$ cat src/rtl/u8d_pkg.sv
// ----------------------------------------------------------------------------
// u8d_pkg
// Shared types and codes for the UTF-8 byte decoder.
// ----------------------------------------------------------------------------
package u8d_pkg;

    localparam int unsigned CP_W = 21;

    typedef enum logic [1:0] {
        KIND_OK       = 2'd0,
        KIND_BAD_LEAD = 2'd1,
        KIND_BAD_CONT = 2'd2
    } t_kind;

    typedef struct packed {
        logic            emit;
        t_kind           kind;
        logic [CP_W-1:0] code_point;
        logic [CP_W-1:0] partial;
        logic [1:0]      pending;
    } t_step;

endpackage

$ cat src/rtl/utf8_byte_decoder.sv
// ----------------------------------------------------------------------------
// utf8_byte_decoder
// Streaming UTF-8 decoder, one byte per request in, one code point or error out.
// ----------------------------------------------------------------------------
// Takes one byte per clock while the output is not stalled and emits a code
// point when a character completes, or an error kind for a bad lead or bad
// continuation byte; continuation bytes that only advance a character produce
// no output. An input register and a result register surround a single
// decode step; a stalled output holds the input register. tuser on the
// input marks a string start and clears any pending character first.
module utf8_byte_decoder
    import u8d_pkg::*;
(
    input  logic        i_clk,
    input  logic        i_rst_n,
    input  logic        s_axis_tvalid,
    output logic        s_axis_tready,
    input  logic [7:0]  s_axis_tdata,   // [7:0] text_byte
    input  logic        s_axis_tuser,   // [0] string_start
    output logic        m_axis_tvalid,
    input  logic        m_axis_tready,
    output logic [23:0] m_axis_tdata,   // [20:0] code_point, [23:21] zero
    output logic [1:0]  m_axis_tuser    // [1:0] result_kind
);

    logic            r_in_valid;
    logic [7:0]      r_in_byte;
    logic            r_in_start;
    logic [CP_W-1:0] r_partial;
    logic [1:0]      r_pending;
    logic            r_out_valid;
    t_kind           r_out_kind;
    logic [CP_W-1:0] r_out_cp;

    logic  w_out_free;
    logic  w_adv;
    t_step n_step;

    assign w_out_free    = !r_out_valid || m_axis_tready;
    assign w_adv         = r_in_valid && w_out_free;
    assign s_axis_tready = !r_in_valid || w_out_free;

    u8d_step u_step (
        .i_byte    (r_in_byte),
        .i_start   (r_in_start),
        .i_partial (r_partial),
        .i_pending (r_pending),
        .o_step    (n_step)
    );

    always_ff @(posedge i_clk) begin
        if (!i_rst_n) begin
            r_in_valid  <= 1'b0;
            r_out_valid <= 1'b0;
            r_partial   <= '0;
            r_pending   <= 2'd0;
        end else begin
            if (s_axis_tready) begin
                r_in_valid <= s_axis_tvalid;
            end
            if (s_axis_tready && s_axis_tvalid) begin
                r_in_byte  <= s_axis_tdata;
                r_in_start <= s_axis_tuser;
            end
            if (w_adv && n_step.emit) begin
                r_out_valid <= 1'b1;
            end else if (m_axis_tready) begin
                r_out_valid <= 1'b0;
            end
            if (w_adv) begin
                r_partial <= n_step.partial;
                r_pending <= n_step.pending;
                if (n_step.emit) begin
                    r_out_kind  <= n_step.kind;
                    r_out_cp    <= n_step.code_point;
                end
            end
        end
    end

    assign m_axis_tvalid = r_out_valid;
    assign m_axis_tdata  = {3'b000, r_out_cp};
    assign m_axis_tuser  = r_out_kind;

endmodule

$ cat src/rtl/u8d_step.sv
// ----------------------------------------------------------------------------
// u8d_step
// One decode step: next partial value, pending count and optional result.
// ----------------------------------------------------------------------------
module u8d_step
    import u8d_pkg::*;
(
    input  logic [7:0]      i_byte,
    input  logic            i_start,
    input  logic [CP_W-1:0] i_partial,
    input  logic [1:0]      i_pending,
    output t_step           o_step
);

    logic [CP_W-1:0] w_partial;
    logic [1:0]      w_pending;
    logic [CP_W-1:0] w_shifted;

    assign w_partial = i_start ? '0 : i_partial;
    assign w_pending = i_start ? 2'd0 : i_pending;
    assign w_shifted = {w_partial[CP_W-7:0], i_byte[5:0]};

    always_comb begin
        o_step.emit       = 1'b0;
        o_step.kind       = KIND_OK;
        o_step.code_point = '0;
        o_step.partial    = '0;
        o_step.pending    = 2'd0;
        if (w_pending == 2'd0) begin
            if (i_byte[7] == 1'b0) begin
                o_step.emit       = 1'b1;
                o_step.code_point = {{(CP_W-8){1'b0}}, i_byte};
            end else if (i_byte[7:5] == 3'b110) begin
                o_step.partial = {{(CP_W-5){1'b0}}, i_byte[4:0]};
                o_step.pending = 2'd1;
            end else if (i_byte[7:4] == 4'b1110) begin
                o_step.partial = {{(CP_W-4){1'b0}}, i_byte[3:0]};
                o_step.pending = 2'd2;
            end else if (i_byte[7:3] == 5'b11110) begin
                o_step.partial = {{(CP_W-3){1'b0}}, i_byte[2:0]};
                o_step.pending = 2'd3;
            end else begin
                o_step.emit = 1'b1;
                o_step.kind = KIND_BAD_LEAD;
            end
        end else if (i_byte[7:6] == 2'b10) begin
            if (w_pending == 2'd1) begin
                o_step.emit       = 1'b1;
                o_step.code_point = w_shifted;
            end else begin
                o_step.partial = w_shifted;
                o_step.pending = w_pending - 2'd1;
            end
        end else begin
            o_step.emit = 1'b1;
            o_step.kind = KIND_BAD_CONT;
        end
    end

endmodule

$ cat config.mk
export PLATFORM = sky130hd
export DESIGN_NAME = utf8_byte_decoder
export DESIGN_NICKNAME = d
export VERILOG_FILES = /design/src/rtl/u8d_pkg.sv /design/src/rtl/utf8_byte_decoder.sv /design/src/rtl/u8d_step.sv
export SDC_FILE = /design/constraint.sdc
export NUM_CORES = 1
export LEC_CHECK = 0
export BUFFER_PORTS_ARGS = -buffer_cell sky130_fd_sc_hd__buf_4
export CORE_ASPECT_RATIO = 2
export CORE_MARGIN = 4
export CORE_UTILIZATION = 54
export DETAILED_ROUTE_END_ITERATION = 7
export PLACE_DENSITY = 0.9
export SETUP_SLACK_MARGIN = 0.4
export SLEW_MARGIN = 20
export SYNTH_ARGS = -nofsm -noshare
export SYNTH_HDL_FRONTEND = slang
export SYNTH_SLANG_ARGS = --single-unit
$ cat constraint.sdc
create_clock -name i_clk -period 3.73 [get_ports i_clk]
set_clock_uncertainty 0.1 [all_clocks]
set_input_delay 0.5595 -clock i_clk [delete_from_list [all_inputs] [get_ports i_clk]]
set_output_delay 0.5595 -clock i_clk [all_outputs]
set_load 0.01 [all_outputs]
Word-level counts from Yosys, hierarchy flattened
Cells that the tools add are included.

storage, ports and cells
  register bits after elaboration = 51
  bits of input ports = 13
  output and inout bits = 28

operators by class
  add/sub/neg operators = 1
  eq/ne operators = 5
  mux-type cells = 21
  reductions and logical operators = 11

operators by type and width
  cell                   number
  $mux W23               4
  $mux W47               1
  $mux W44               1
  $mux W21               1
  $mux W15               1
  $mux W3                3
  $mux W7                1
  $mux W2                3
  $eq A5 B5 Y1 const B   1
  $mux W1                5
  $mux W5                1
  $eq A4 B4 Y1 const B   1
  $eq A3 B3 Y1 const B   1
  $logic_and A1 B1 Y1    3
  $reduce_and A3 Y1      1
  $eq A2 B1 Y1 const B   1
  $eq A2 B2 Y1 const B   1
  $logic_not A1 Y1       2
  $logic_not A2 Y1       1
  $logic_or A1 B1 Y1     2
  $reduce_and A2 Y1      1
  $reduce_bool A2 Y1     1
  $sub A2 B1 Y2 const B  1

Logic depth before layout (Yosys ltp)
  word-level depth = 8
  gate-level depth with buffers = 7
  gate-level depth less buffers = 7

Modules after synthesis
From an unflattened synthesis, not the netlist that was laid out.

second synthesis, totals
  cell total of the unflattened synthesis = 231
  area total of the unflattened synthesis = 2536.2 µm²

by module, submodules not included
  module             times used  cells each  area each (µm²)  seq. area each (µm²)
  utf8_byte_decoder  1           149         2034.5           1461.4
  u8d_step           1           82          501.7            0.0

Least setup slack after synthesis
Ideal clock, no wire load.

  path kind = flip-flop to flip-flop
  start = register r_in_start
  end = register r_out_kind[0], in the netlist m_axis_tuser[0] (enable)
  data arrival time = 2.128 ns
  path slack = 1.121 ns
  cell stages (with the launch flop) = 7
  path buffers = 1
  cells stage by stage = edfxtp_1 -> nand2b_1 -> ha_1 -> buf_4 -> and3_2 -> a21oi_1 -> and3_1

on the way
  longest elaborated chain between the ends = 6
  elaborated cells on any way between the ends = 7
  those cells by class = eq/ne (1); mux (4); reduce/logical (2)

RTL lines
  item                           line                     RTL
  start: declaration             utf8_byte_decoder.sv:28  logic r_in_start;
  start signal: assignment       utf8_byte_decoder.sv:63  r_in_start <= s_axis_tuser;
  $mux W2 *                      u8d_step.sv:20           assign w_pending = i_start ? 2'd0 : i_pending;
  $eq A2 B1 Y1                   u8d_step.sv:47           if (w_pending == 2'd1) begin
  $mux W1                        u8d_step.sv:47
  $mux W1                        u8d_step.sv:46           end else if (i_byte[7:6] == 2'b10) begin
  $mux W47 *                     u8d_step.sv:29           if (w_pending == 2'd0) begin
  $reduce_and A3 Y1 (no line) *  --
  end signal: assignment         utf8_byte_decoder.sv:74  r_out_kind <= n_step.kind;
  end: declaration               utf8_byte_decoder.sv:32  t_kind r_out_kind;

Mark *: on every way between the ends. The rest lies on a longest branch, timed or not.
A chain may end at the register's enable or synchronous reset.

Worst setup path after layout
Ends and elaborated chain as after synthesis.

==> results by group <==
Cells and area
  • Area Overhead vs Synth: 18.5%
  • Layout cells sized above 1: 27.5%
  • Final nets: 225
  • Highest-count cells in the layout ignoring fill and taps: buf_4 (38), edfxtp_1 (32), dfxtp_1 (19)
  • Most common cell after layout, fill and taps aside: buf_4
  • Final Non-Filler Cells: 260
  • N_diodes: 0

Power and ir drop
  • Pwr/cell area: 411 nW/µm²
  • Max VDD drop: 0.453 mV
  • Tot Pwr: 1.02 mW
  • Static Leak: 0.898 nW

Die
  • Die H: 96.0 µm
  • Core region area: 3680 µm²
  • FP Rows: 31
  • I/O pins: 41
  • Die width: 52.0 µm
  • Initial core utilization: 56.8%
  • Die Area: 4990 µm²

Clocking
  • Num CTS Buffers: 5
  • Worst skew pair latency: 0.30 ns
  • CTS resizes: 0
  • Clock sinks: 51
  • Cts hold-fix bufs: 0
  • Clock Tree Root: clkbuf_8
  • CTS tree: yes
  • CTS Buffer Depth: 2
  • Post-CTS Setup Bufs: 0
  • Clock-pin transition on the worst setup and hold timing paths: 0.09 ns
  • H-tree levels: 2

STA
  • Max frequency: 396 MHz
  • PnR worst setup slack: 1.21 ns
  • Final setup fails: 0
  • RSZ-0062 raised after global routing: no
  • Period utilisation layout: 67.6%
  • Post-route setup TNS: 0 ns
  • Slew HR: 56.7%
  • Slew Limit Fails: 0
  • Period minus WS final: 2.52 ns
  • Worst Max-Slew Pin Slew: 0.650 ns
  • Fin. Hold Viols: 0

Global route
  • Initial antenna violation count: 0
  • Largest net degree at the start of global routing: 25
  • Vias in the first global route: 1312
  • First-pass GRT wire length: 5570 µm
  • GRT Total Usage: 15.5%
  • GRT overflow: 0

Worst setup path
  • Setup crit start kind: flop
  • Max incr delay on CP: 0.49 ns
  • CP Cell Sequence: nand2b_1, ha_1, and3_2, a21oi_1, and3_1, buf_4
  • Highest-delay cell along the critical path: edfxtp_1
  • WP data required: 3.62 ns
  • CP Capture Type: flop
  • WS Path Type: flop to flop
  • CP max FO: 23
  • Crit path arrival time: 2.41 ns

Placed design
  • Final RePlAce weighted congestion: 0.846
  • Placed cells: 252
  • HPWL Detailed: 2560 µm
  • Port Buffers: 37
  • Dpl ws: 1.22 ns

Synthesis
  • Ys flop type: edfxtp_1
  • Synth cell types: 31
  • Mapped Cells: 173
  • EDFF count, synth: 32
  • Asr flop ratio synth: 0%
  • YS warnings: 0
  • Sequential area share after synthesis: 64.1%
  • Syn avg cell area: 12.1 µm²
  • Seq cells post-synth: 51
  • Mapped Area: 2090 µm²

Hold path
  • Worst Hold Class: primary input to flop

Run
  • Maxcap violations: 0

Drt
  • Routed Antenna Nets: 0
  • Vias: 1356
  • Iter 0 DRT Violations: 39
  • WL/cell: 13.1 µm
  • Routed WL: 3400 µm
  • Vias per cell: 5.22
  • TritonRoute pass-1 iters: 4
  • Remaining DRCs: 0

Status
  • Status: finished, final reports clean
## final cells by class
| cell class | count | area, µm² |
|---|---|---|
| multi-input combinational | 111 | 684 |
| clock buffer | 5 | 68.8 |
| sequential | 51 | 1340 |
| tap | 49 | 61.3 |
| timing repair buffer | 38 | 285 |
| fill | 289 | 1210 |
| inverter | 3 | 11.3 |
| clock inverter | 3 | 26.3 |
## registers in the layout, indices dropped and copies added (netlist names)
| name | flops |
|---|---|
| r_out_cp | 21 |
| r_partial | 15 |
| r_in_byte | 8 |
| m_axis_tuser | 2 |
| r_pending | 2 |
| m_axis_tvalid | 1 |
| r_in_start | 1 |
| r_in_valid | 1 |
## routing by layer
layer / GRT usage, % / vias to the layer above / wire length (µm)
met3: 4.03 / 9 / 168
met2: 29.0 / 42 / 1950
met4: 10.1 / 0 / 116
met1: 13.8 / 627 / 1170
li1: - / 678 / -
met5: 0 / - / 0
## synth_stat cells (4+ instances only)
cell type	count	area share, %
and2_1	8	2.4
nand2_1	18	3.2
dfxtp_1	19	18
nand3_1	17	4.1
edfxtp_1	32	46
a21boi_1	9	3.2
buf_4	4	1.4
and2_2	8	2.9
o21ai_0	9	2.2
nor2b_1	10	3.0
a21oi_1	6	1.4
## cells by family (layout without fill, tap and decap cells)
kind of cell | Yosys count | in the layout | share of synthesized area [%]
flip-flops | 51 | 51 | 64.1
AO/OA/AOI/OAI | 29 | 29 | 8.73
adder cells (fa/ha/maj) | 2 | 2 | 1.20
buffers and inverters | 13 | 49 | 3.53
other | 1 | 3 | 0.179
AND/OR/NAND/NOR | 77 | 77 | 22.2
## worst max-delay path: cells and delay by family, from the launching register on
kind,cells,cell delay [ns]
simple gates,3,0.69
flops,1,0.49
compound gates,1,0.29
fa+ha+maj,1,0.35
buf+inv,1,0.28
## stage by stage
stage / instance area (µm²) / hold WS, ns / util, %
final: 2480 / 0.324 / 67.3
after CTS: 2480 / 0.318 / 67.3
after global routing: 2480 / 0.312 / 67.3
after detailed placement: 2380 / 0.345 / 64.7
after floorplan: 2100 / 0.326 / -
after global placement: 2380 / 0.334 / 64.7
## path summary, 6_finish.rpt
path,cells past startpoint,end,slack [ns],start
worst min-delay path,1,r_in_byte[0]$_DFFE_PP_,0.32,s_axis_tdata[0]
worst min register to register,2,r_partial[14]$_SDFFE_PN0P_,0.36,r_partial[14]$_SDFFE_PN0P_
worst max-delay path,6,m_axis_tuser[0]$_SDFFCE_PN0P_,1.21,r_in_start$_DFFE_PP_
worst max register to register,6,m_axis_tuser[0]$_SDFFCE_PN0P_,1.21,r_in_start$_DFFE_PP_
## report_power, final
group	switching [mW]	internal, mW	leakage [nW]	total [mW]
registers	0.00950	0.614	0.438	0.624
clock network	0.185	0.138	0.0491	0.323
logic	0.0398	0.0321	0.411	0.0719
total	0.234	0.784	0.898	1.02
(Power assumes the default switching activity.)
